<file path="src/rtl/core/frame_rotate_by_quarter_turns_macros.svh">
// Assertion macros for the quarter-turn frame rotator.
// Used by the top level; no other dependencies.
`ifndef FRAME_ROTATE_BY_QUARTER_TURNS_MACROS_SVH
`define FRAME_ROTATE_BY_QUARTER_TURNS_MACROS_SVH
`ifndef SYNTHESIS
`define FRQT_ASSERT_IMP(lbl, ante, cons) \
  lbl: assert property (@(posedge clk_i) disable iff (!rst_ni) (ante) |-> (cons)) \
    else $error("frame rotator check failed");
`define FRQT_ASSERT_NXT(lbl, ante, cons) \
  lbl: assert property (@(posedge clk_i) disable iff (!rst_ni) (ante) |=> (cons)) \
    else $error("frame rotator check failed");
`else
`define FRQT_ASSERT_IMP(lbl, ante, cons)
`define FRQT_ASSERT_NXT(lbl, ante, cons)
`endif
`endif

</file>
<file path="src/rtl/core/frqt_pkg.sv">
// Shared types and constants for the quarter-turn frame rotator.
// No dependencies.
`timescale 1ns / 1ps
package frqt_pkg;

  localparam int unsigned MAX_WIDTH_DEF  = 256;
  localparam int unsigned MAX_HEIGHT_DEF = 256;
  localparam int unsigned DIM_RST        = 256;
  localparam int unsigned CFG_DATA_W     = 9;
  localparam int unsigned CFG_IDX_W      = 2;
  localparam int unsigned PIX_W          = 32;

  localparam logic [CFG_IDX_W-1:0] REG_ROTATION = 2'd0;
  localparam logic [CFG_IDX_W-1:0] REG_WIDTH    = 2'd1;
  localparam logic [CFG_IDX_W-1:0] REG_HEIGHT   = 2'd2;

  localparam logic [1:0] ROT_0   = 2'd0;
  localparam logic [1:0] ROT_90  = 2'd1;
  localparam logic [1:0] ROT_180 = 2'd2;
  localparam logic [1:0] ROT_270 = 2'd3;

  localparam logic ACT_LOAD = 1'b0;
  localparam logic ACT_READ = 1'b1;

  typedef struct packed {
    logic capture;
    logic addr_mul;
    logic write;
    logic total_mul;
    logic read;
    logic push;
  } frqt_cmd_t;

  typedef struct packed {
    logic out_free;
  } frqt_status_t;

endpackage

</file>
<file path="src/rtl/core/frqt_ctrl.sv">
// Sequencer for the quarter-turn frame rotator.
// Depends on frqt_pkg for the command and status types.
`timescale 1ns / 1ps
module frqt_ctrl (
  input  logic                 clk_i,
  input  logic                 rst_ni,
  input  logic                 in_valid_i,
  input  logic                 action_i,
  output logic                 in_stall_o,
  input  frqt_pkg::frqt_status_t status_i,
  output frqt_pkg::frqt_cmd_t  cmd_o
);
  import frqt_pkg::*;

  localparam logic [2:0] S_IDLE  = 3'd0;
  localparam logic [2:0] S_LMUL  = 3'd1;
  localparam logic [2:0] S_LWR   = 3'd2;
  localparam logic [2:0] S_RMUL  = 3'd3;
  localparam logic [2:0] S_RADDR = 3'd4;
  localparam logic [2:0] S_RPUSH = 3'd5;

  logic [2:0] state_q, state_d;

  assign in_stall_o = (state_q != S_IDLE);

  always_comb begin
    state_d = state_q;
    cmd_o   = '0;
    case (state_q)
      S_IDLE: begin
        if (in_valid_i) begin
          cmd_o.capture = 1'b1;
          state_d = (action_i == ACT_READ) ? S_RMUL : S_LMUL;
        end
      end
      S_LMUL: begin
        cmd_o.addr_mul = 1'b1;
        state_d = S_LWR;
      end
      S_LWR: begin
        cmd_o.write = 1'b1;
        state_d = S_IDLE;
      end
      S_RMUL: begin
        cmd_o.total_mul = 1'b1;
        state_d = S_RADDR;
      end
      S_RADDR: begin
        cmd_o.read = 1'b1;
        state_d = S_RPUSH;
      end
      S_RPUSH: begin
        if (status_i.out_free) begin
          cmd_o.push = 1'b1;
          state_d = S_IDLE;
        end
      end
      default: state_d = S_IDLE;
    endcase
  end

  always_ff @(posedge clk_i or negedge rst_ni) begin
    if (!rst_ni) begin
      state_q <= S_IDLE;
    end else begin
      state_q <= state_d;
    end
  end

endmodule

</file>
<file path="config.mk">
export PLATFORM = sky130hd
export DESIGN_NAME = frqt_ctrl
export DESIGN_NICKNAME = d
export VERILOG_FILES = /design/src/rtl/core/frame_rotate_by_quarter_turns_macros.svh /design/src/rtl/core/frqt_pkg.sv /design/src/rtl/core/frqt_ctrl.sv
export SDC_FILE = /design/constraint.sdc
export NUM_CORES = 1
export LEC_CHECK = 0
export ABC_AREA = 1
export BUFFER_PORTS_ARGS = -buffer_cell sky130_fd_sc_hd__clkbuf_2
export CAP_MARGIN = 10
export CORE_AREA = 3 3 40 42
export DETAILED_ROUTE_END_ITERATION = 8
export DIE_AREA = 0 0 43 45
export GPL_TIMING_DRIVEN = 0
export PLACE_DENSITY = 0.43
export SYNTH_ARGS = -nofsm -noshare
export SYNTH_HDL_FRONTEND = slang
export SYNTH_SLANG_ARGS = --single-unit
export TNS_END_PERCENT = 50
</file>
<file path="constraint.sdc">
create_clock -name clk_i -period 1.2 [get_ports clk_i]
set_input_delay 0.24 -clock clk_i [delete_from_list [all_inputs] [get_ports clk_i]]
set_output_delay 0.24 -clock clk_i [all_outputs]
set_load 0.01 [all_outputs]
</file>
==> results of run 1 <==
cells by family (layout without fill, tap and decap cells):
logic type / count (synthesis) / after routing / synth area share (%)
flops: 3 / 3 / 40.5
buf+inv: 6 / 24 / 12.2
compound gates: 1 / 1 / 2.70
simple gates: 18 / 18 / 44.6
tightest hold or removal path: cells and delay by family:
family / cells / cell delay [ns]
AO/OA/AOI/OAI: 1 / 0.07
buffers and inverters: 1 / 0.07
AND/OR/NAND/NOR: 1 / 0.09
worst max-delay path by stage:
stage	start	end	slack, ns	cells past startpoint
floorplan	state_q[0]$_DFFE_PN0P_	cmd_o[5]	0.09	3
detailed placement	state_q[0]$_DFFE_PN0P_	cmd_o[5]	0.04	4
global route	state_q[1]$_DFFE_PN0P_	cmd_o[0]	-0.20	4
global placement	state_q[0]$_DFFE_PN0P_	cmd_o[5]	0.04	4
CTS	state_q[0]$_DFFE_PN0P_	cmd_o[5]	-0.12	4
finish	state_q[1]$_DFFE_PN0P_	cmd_o[0]	-0.11	4
power by group through the flow:
stage          logic (mW)  registers [mW]  clock network, mW
6_report            0.419           0.239              0.173
5_1_grt             0.472           0.251              0.194
4_1_cts             0.421           0.232              0.183
3_5_place_dp        0.339           0.213                  0
3_3_place_gp        0.338           0.214                  0
2_1_floorplan       0.226           0.196                  0
layer usage:
| layer | part of all wire [%] | vias up |
|---|---|---|
| met2 | 55 | 5 |
| met1 | 38 | 107 |
| met3 | 6.5 | 0 |
| met4 | 0 | 0 |
| li1 | - | 124 |
| met5 | 0 | - |
what timing repair did:
action	in CTS	in global routing
endpoints found under the hold margin	3	0
buffers inserted	2	0
hold buffers	1	0
resized for setup	6	7
cloned	0	0
pin swaps	1	2
setup endpoints to repair	7	7
final cells by class:
type                    instances  area share (%)
multi-input cells              19            31.7
repair buffers                 14            24.2
flip-flops and latches          3            23.8
clock buffers                   4            7.92
inverters                       6            6.79
well taps                      15            5.66
placed cells by master, fill, tap and decap left out:
| cell | n |
|---|---|
| sky130_fd_sc_hd__nor2_2 | 2 |
| sky130_fd_sc_hd__nand2_1 | 4 |
| sky130_fd_sc_hd__nor2_1 | 3 |
| sky130_fd_sc_hd__nor3_1 | 2 |
| sky130_fd_sc_hd__inv_1 | 4 |
| sky130_fd_sc_hd__buf_2 | 4 |
| sky130_fd_sc_hd__nor2_4 | 1 |
| sky130_fd_sc_hd__o21ai_0 | 1 |
| sky130_fd_sc_hd__clkbuf_2 | 7 |
| sky130_fd_sc_hd__nand3_2 | 1 |
| sky130_fd_sc_hd__nand3b_1 | 1 |
| sky130_fd_sc_hd__nand2_2 | 1 |
| sky130_fd_sc_hd__inv_2 | 2 |
| sky130_fd_sc_hd__dlygate4sd3_1 | 1 |
| sky130_fd_sc_hd__nand4_1 | 1 |
| sky130_fd_sc_hd__buf_4 | 2 |
| sky130_fd_sc_hd__dfrtp_2 | 3 |
| sky130_fd_sc_hd__clkbuf_4 | 3 |
| sky130_fd_sc_hd__clkbuf_1 | 1 |
| sky130_fd_sc_hd__nand3_1 | 2 |
==> results.txt, run 1 <==
----------------------------------------------------
[CTS]
  Clock root buffer ... sky130_fd_sc_hd__clkbuf_4
  TritonCTS clock tree ... done
  Clock latency reported for the late side of the worst-skew pair ... 0.23 ns
  Clock slew at the register clock pins of the worst setup and hold paths ... 0.04 ns
  CTS Buf Count ... 3
  Buffer levels on the longest clock path ... 2
  Num Clock Sinks ... 3
  Number of H-tree levels ... 1

[GRT]
  Antenna violations before repair ... 0
  Number of global-route vias before repair ... 206
  Global-route usage over all layers ... 6.34%
  Wire length of the first global-routing pass ... 821 µm
  Overflow after GRT ... 0
  Busiest grt layer ... met2
  Met1 track utilization from global routing ... 6.31%
  Met2 Usage GRT ... 8.38%
  Routing usage on met3 ... 3.98%
  Maximum number of pins on one net before global-route repair ... 7

[Finish]
  Cell area after layout ... 332 µm²
  Area used by multi-input combinational logic ... 105 µm²
  Register with the most flip-flops ... state_q
  Antenna cells ... 0
  FF+latch area ... 78.8 µm²
  Non-Filler Instances ... 61
  Area delta synth->final ... 79.1%
  End-of-flow core utilization ... 25.8%
  Number of flip-flops in the largest register ... 3
  Number of nets in the finished design ... 52
  Largest registers ... state_q (3)
  Number of fill cells ... 156
  Ratio of cells with drive above 1 in the final layout ... 56.5%

[Synth]
  EDFF count, synth ... 0
  Synthesized instance count ... 28
  Most frequent cells after synthesis ... 5 x sky130_fd_sc_hd__inv_1, 5 x sky130_fd_sc_hd__nand2_1, 5 x sky130_fd_sc_hd__nor2_1
  Number of warnings printed during yosys synthesis ... 0
  Portion of the post-synthesis area used by sequential elements ... 40.5%
  Unique cell type count in the Yosys netlist ... 11
  Post-synth design cell area ... 185 µm²
  Main area contributors after synthesis ... sky130_fd_sc_hd__dfrtp_1 41%, sky130_fd_sc_hd__inv_1 10%, sky130_fd_sc_hd__nand2_1 10%
  Synthesis-stage register bit count ... 3
  Top_reg_cell synth ... sky130_fd_sc_hd__dfrtp_1
  Avg Cell Area, Syn ... 6.61 µm²
  Library cell occupying the most area in the post-synthesis netlist ... sky130_fd_sc_hd__dfrtp_1
  Yosys top cell area share ... 40.5%
  Fraction of synthesis flops using an asynchronous set or reset pin ... 100%
  Number of nets produced by synthesis ... 33

[Pwr]
  Switching power ... 0.355 mW
  Sequential Power Share ... 28.8%
  Internal Power ... 0.476 mW
  Share of total power in the clock network ... 20.8%
  Leakage power summed over all cells ... 0.188 nW
  Final Power ... 0.831 mW
  Power share of the combinational group ... 50.4%
  Total power density per cell area ... 2510 nW/µm²
  Switching power share of the total ... 42.8%
  Worst supply voltage drop on vdd ... 0.519 mV

[Setup path]
  Type of element capturing the critical path ... primary output
  Worst-path maximum fanout ... 5
  Worst path slowest cell ... sky130_fd_sc_hd__dfrtp_2
  R2r worst-path depth ... 5
  Classification of the worst setup path ... reg -> out
  Gate family responsible for the most delay along the worst path ... flip-flops
  Required time at the endpoint of the critical path ... 0.96 ns
  FF-to-FF setup slack ... 0.20 ns
  Crit path buf inv count ... 2
  Reg-to-reg critical path startpoint ... state_q[1]$_DFFE_PN0P_
  Sequence of cells on the critical path ... inv_2, nand3_2, nor2_2, buf_2
  CP arrival ... 1.07 ns
  Worst path max stage delay ... 0.44 ns
  Kind of launch point of the worst setup path ... flop
  Worst R2R End ... state_q[1]$_DFFE_PN0P_

[Die]
  Die area ... 1940 µm²
  Number of ports placed on the die boundary ... 12
  Core outline area ... 1280 µm²
  Y dimension of the die ... 45 µm
  Cell row count ... 13
  Initial standard-cell utilization of the core ... 14.4%
  Width of the chip ... 43 µm

[Detailed routing]
  Routed len/inst ... 8.26 µm
  Overall routed net length ... 504 µm
  Iter 0 DRT Violations ... 0
  Total DRC errors in the routed layout ... 0
  Router iterations before antenna repair ... 1
  Routed via count ... 236
  Vias per cell ... 3.87
  ANT nets after route ... 0

[Timing]
  Pin slew with the least headroom to its limit ... 0.154 ns
  Fmax ... 766 MHz
  Slew Viols, Final ... 0
  Setup Skew ... 0.00315 ns
  Final worst setup slack ... -0.106 ns
  Setup repair after global routing missed its margin ... yes
  Min cycle time layout ... 1.31 ns
  Final Setup Violations ... 7
  Worst slew margin ... 89.6%
  WHS ... 0.281 ns
  Period utilization ... 109%
  Final sum of negative setup slack ... -0.488 ns
  Number of failing hold endpoints at the final stage ... 0

[Place]
  DP Wirelength ... 387 µm
  Placed cell count ... 54
  Area post-placement ... 259 µm²
  Post-place setup slack ... 0.0366 ns
  Count of input and output buffers ... 11
  Placer congestion estimate ... 0.677

[Run status]
  Outcome ... finished, violations left
  Violated checks ... setup timing

[Job]
  Max-cap violations ... 0

[Hold path]
  Hold/Removal Path Class ... in -> reg
  Endpoint of the worst hold-timing path ... state_q[1]$_DFFE_PN0P_
  Hold path depth ... 3
  Start point of the worst min-delay path ... action_i

----------------------------------------------------
Note: power is estimated with default switching activity, not from simulation.
==> inputs of run 2 (changes only) <==
- SKIP_CTS_REPAIR_TIMING: not set -> 1
- clock period: 1.2 -> 1.69 ns (I/O delays scaled with it)
==> run 2 against run 1 <==
Effect of this change:
- count of clock-buffer cells in the layout unchanged
- highest routed layer unchanged
- hold slack improved by 0.098 ns
- clock skew about the same
- flip-flop and latch count unchanged
- utilization decreased by 2.8 points
- the flow now finishes without violations
==> results.txt, run 2 (synthesis results as in run 1) <==
----------------------------------------------------
[Place]
  Placed cell count ... 54 (unchanged)
  Count of input and output buffers ... 11 (unchanged)
  Post-place setup slack ... 0.429 ns (was 0.0366 ns)
  Placer congestion estimate ... 0.677 (unchanged)
  Area post-placement ... 259 µm² (unchanged)
  DP Wirelength ... 387 µm (unchanged)

[GRT]
  Overflow after GRT ... 0 (unchanged)
  Wire length of the first global-routing pass ... 759 µm (was 821 µm)
  Met2 Usage GRT ... 7.49% (was 8.38%)
  Number of global-route vias before repair ... 185 (was 206)
  Busiest grt layer ... met2 (unchanged)
  Met1 track utilization from global routing ... 6.07% (was 6.31%)
  Global-route usage over all layers ... 6.01% (was 6.34%)
  Routing usage on met3 ... 3.98% (unchanged)
  Antenna violations before repair ... 0 (unchanged)
  Maximum number of pins on one net before global-route repair ... 8 (was 7)

[CTS]
  Num Clock Sinks ... 3 (unchanged)
  Clock slew at the register clock pins of the worst setup and hold paths ... 0.04 ns (about the same)
  Clock root buffer ... sky130_fd_sc_hd__clkbuf_4 (unchanged)
  CTS Buf Count ... 3 (unchanged)
  Buffer levels on the longest clock path ... 2 (unchanged)
  TritonCTS clock tree ... done (unchanged)
  Clock latency reported for the late side of the worst-skew pair ... 0.23 ns (about the same)
  Number of H-tree levels ... 1 (unchanged)

[Timing]
  Final sum of negative setup slack ... 0 ns (was -0.488 ns)
  Final Setup Violations ... 0 (was 7)
  Period utilization ... 88.8%
  Fmax ... 666 MHz
  Setup repair after global routing missed its margin ... no (was yes)
  Slew Viols, Final ... 0 (unchanged)
  Pin slew with the least headroom to its limit ... 0.200 ns (was 0.154 ns)
  Number of failing hold endpoints at the final stage ... 0 (unchanged)
  Min cycle time layout ... 1.50 ns
  Worst slew margin ... 86.7% (was 89.6%)
  Final worst setup slack ... 0.189 ns (was -0.106 ns)
  Setup Skew ... 0.00315 ns (about the same)

[Hold path]
  Hold/Removal Path Class ... in -> reg (unchanged)
  Hold path depth ... 3 (unchanged)

[Setup path]
  CP arrival ... 1.16 ns (was 1.07 ns)
  Worst-path maximum fanout ... 7 (was 5)
  Classification of the worst setup path ... reg -> out (unchanged)
  Type of element capturing the critical path ... primary output (unchanged)
  Required time at the endpoint of the critical path ... 1.35 ns (was 0.96 ns)
  Kind of launch point of the worst setup path ... flop (unchanged)
  R2r worst-path depth ... 4 (was 5)

[Die]
  Cell row count ... 13 (unchanged)
  Width of the chip ... 43 µm (unchanged)
  Core outline area ... 1280 µm² (unchanged)
  Y dimension of the die ... 45 µm (unchanged)
  Initial standard-cell utilization of the core ... 14.4% (unchanged)
  Die area ... 1940 µm² (unchanged)
  Number of ports placed on the die boundary ... 12 (unchanged)

[Finish]
  Antenna cells ... 0 (unchanged)
  Area delta synth->final ... 59.5% (was 79.1%)
  Non-Filler Instances ... 59 (was 61)
  Highest-count cells in the layout ignoring fill and taps ... 11 x sky130_fd_sc_hd__clkbuf_2, 5 x sky130_fd_sc_hd__inv_1, 5 x sky130_fd_sc_hd__nor2_1, 5 x sky130_fd_sc_hd__nand2_1 (was 7 x sky130_fd_sc_hd__clkbuf_2, 4 x sky130_fd_sc_hd__inv_1, 4 x sky130_fd_sc_hd__nand2_1, 4 x sky130_fd_sc_hd__buf_2)
  Cell area after layout ... 295 µm² (was 332 µm²)
  Largest registers ... state_q (3) (unchanged)
  Number of flip-flops in the largest register ... 3 (unchanged)
  Number of nets in the finished design ... 50 (was 52)
  End-of-flow core utilization ... 23.0% (was 25.8%)
  Register with the most flip-flops ... state_q (unchanged)
  Most common cell after layout, fill and taps aside ... sky130_fd_sc_hd__clkbuf_2 (unchanged)
  Ratio of cells with drive above 1 in the final layout ... 36.4% (was 56.5%)
  Number of fill cells ... 155 (was 156)

[Detailed routing]
  Routed via count ... 216 (was 236)
  Overall routed net length ... 462 µm (was 504 µm)
  ANT nets after route ... 0 (unchanged)
  Vias per cell ... 3.66 (was 3.87)
  Routed len/inst ... 7.83 µm (was 8.26 µm)
  Total DRC errors in the routed layout ... 0 (unchanged)
  Router iterations before antenna repair ... 2 (was 1)
  Iter 0 DRT Violations ... 1 (was 0)

[Run status]
  Outcome ... completed (was finished, violations left)

[Job]
  Max-cap violations ... 0 (unchanged)

[Pwr]
  Switching power share of the total ... 43.6% (was 42.8%)
  Switching power ... 0.222 mW (was 0.355 mW)
  Leakage power summed over all cells ... 0.178 nW (was 0.188 nW)
  Share of total power in the clock network ... 24.1% (was 20.8%)
  Total power density per cell area ... 1730 nW/µm² (was 2510 nW/µm²)
  Sequential Power Share ... 29.3% (was 28.8%)
  Worst supply voltage drop on vdd ... 0.349 mV (was 0.519 mV)
  Power share of the combinational group ... 46.6% (was 50.4%)
  Internal Power ... 0.288 mW (was 0.476 mW)

----------------------------------------------------
==> run 2: cell count changes in the layout (fill, tap and decap cells not counted), moves of 2 or more <==
cell and delta:
sky130_fd_sc_hd__clkbuf_2 +4, sky130_fd_sc_hd__buf_4 -2, sky130_fd_sc_hd__dfrtp_2 -3, sky130_fd_sc_hd__dfrtp_1 +3, sky130_fd_sc_hd__nor2_1 +2, sky130_fd_sc_hd__buf_2 -4
==> run 2: critical path: stages, from the launching register on <==
cell and delay (ns):
sky130_fd_sc_hd__dfrtp_1 0.43, sky130_fd_sc_hd__nor2_1 0.19, sky130_fd_sc_hd__nand2_1 0.09, sky130_fd_sc_hd__nor2_1 0.09
sky130_fd_sc_hd__clkbuf_2 0.13
==> run 2: worst paths after layout <==
kind                                              from                      to  slack [ns]
worst max-delay path            state_q[0]$_DFFE_PN0P_                cmd_o[5]        0.19
worst min-delay path                          action_i  state_q[1]$_DFFE_PN0P_        0.38
worst max register to register  state_q[0]$_DFFE_PN0P_  state_q[1]$_DFFE_PN0P_        0.72
worst min register to register  state_q[1]$_DFFE_PN0P_  state_q[1]$_DFFE_PN0P_        0.61
max in group asynchronous                       rst_ni  state_q[0]$_DFFE_PN0P_        1.14
min in group asynchronous                       rst_ni  state_q[1]$_DFFE_PN0P_        0.44
==> run 2: metrics by stage <==
step | hold WS [ns] | total power [mW]
2_1_floorplan | 0.0424 | 0.300
3_3_place_gp | 0.138 | 0.392
3_5_place_dp | 0.141 | 0.392
4_1_cts | -0.108 | 0.522
5_1_grt | 0.404 | 0.566
6_report | 0.379 | 0.510
==> run 2: routing by layer <==
layer / share of wire (%) / vias up / wire length [µm]
met5: 0 / - / 0
met3: 6.9 / 0 / 32
met1: 42 / 92 / 196
li1: - / 119 / -
met4: 0 / 0 / 0
met2: 50 / 5 / 233
==> run 2: layout make-up <==
class | instances | area, µm² | share of cell area (%)
inverters | 6 | 22.5 | 7.63
repair buffers | 12 | 65.1 | 22.0
multi-input cells | 19 | 87.6 | 29.7
well taps | 15 | 18.8 | 6.36
clock buffers | 4 | 26.3 | 8.90
flip-flops and latches | 3 | 75.1 | 25.4
==> run 2: power by group through the flow <==
stage / clock network, mW / logic (mW) / registers, mW
finish: 0.123 / 0.238 / 0.149
CTS: 0.130 / 0.242 / 0.150
global route: 0.138 / 0.272 / 0.156
floorplan: 0 / 0.161 / 0.139
global placement: 0 / 0.240 / 0.152
detailed placement: 0 / 0.241 / 0.151
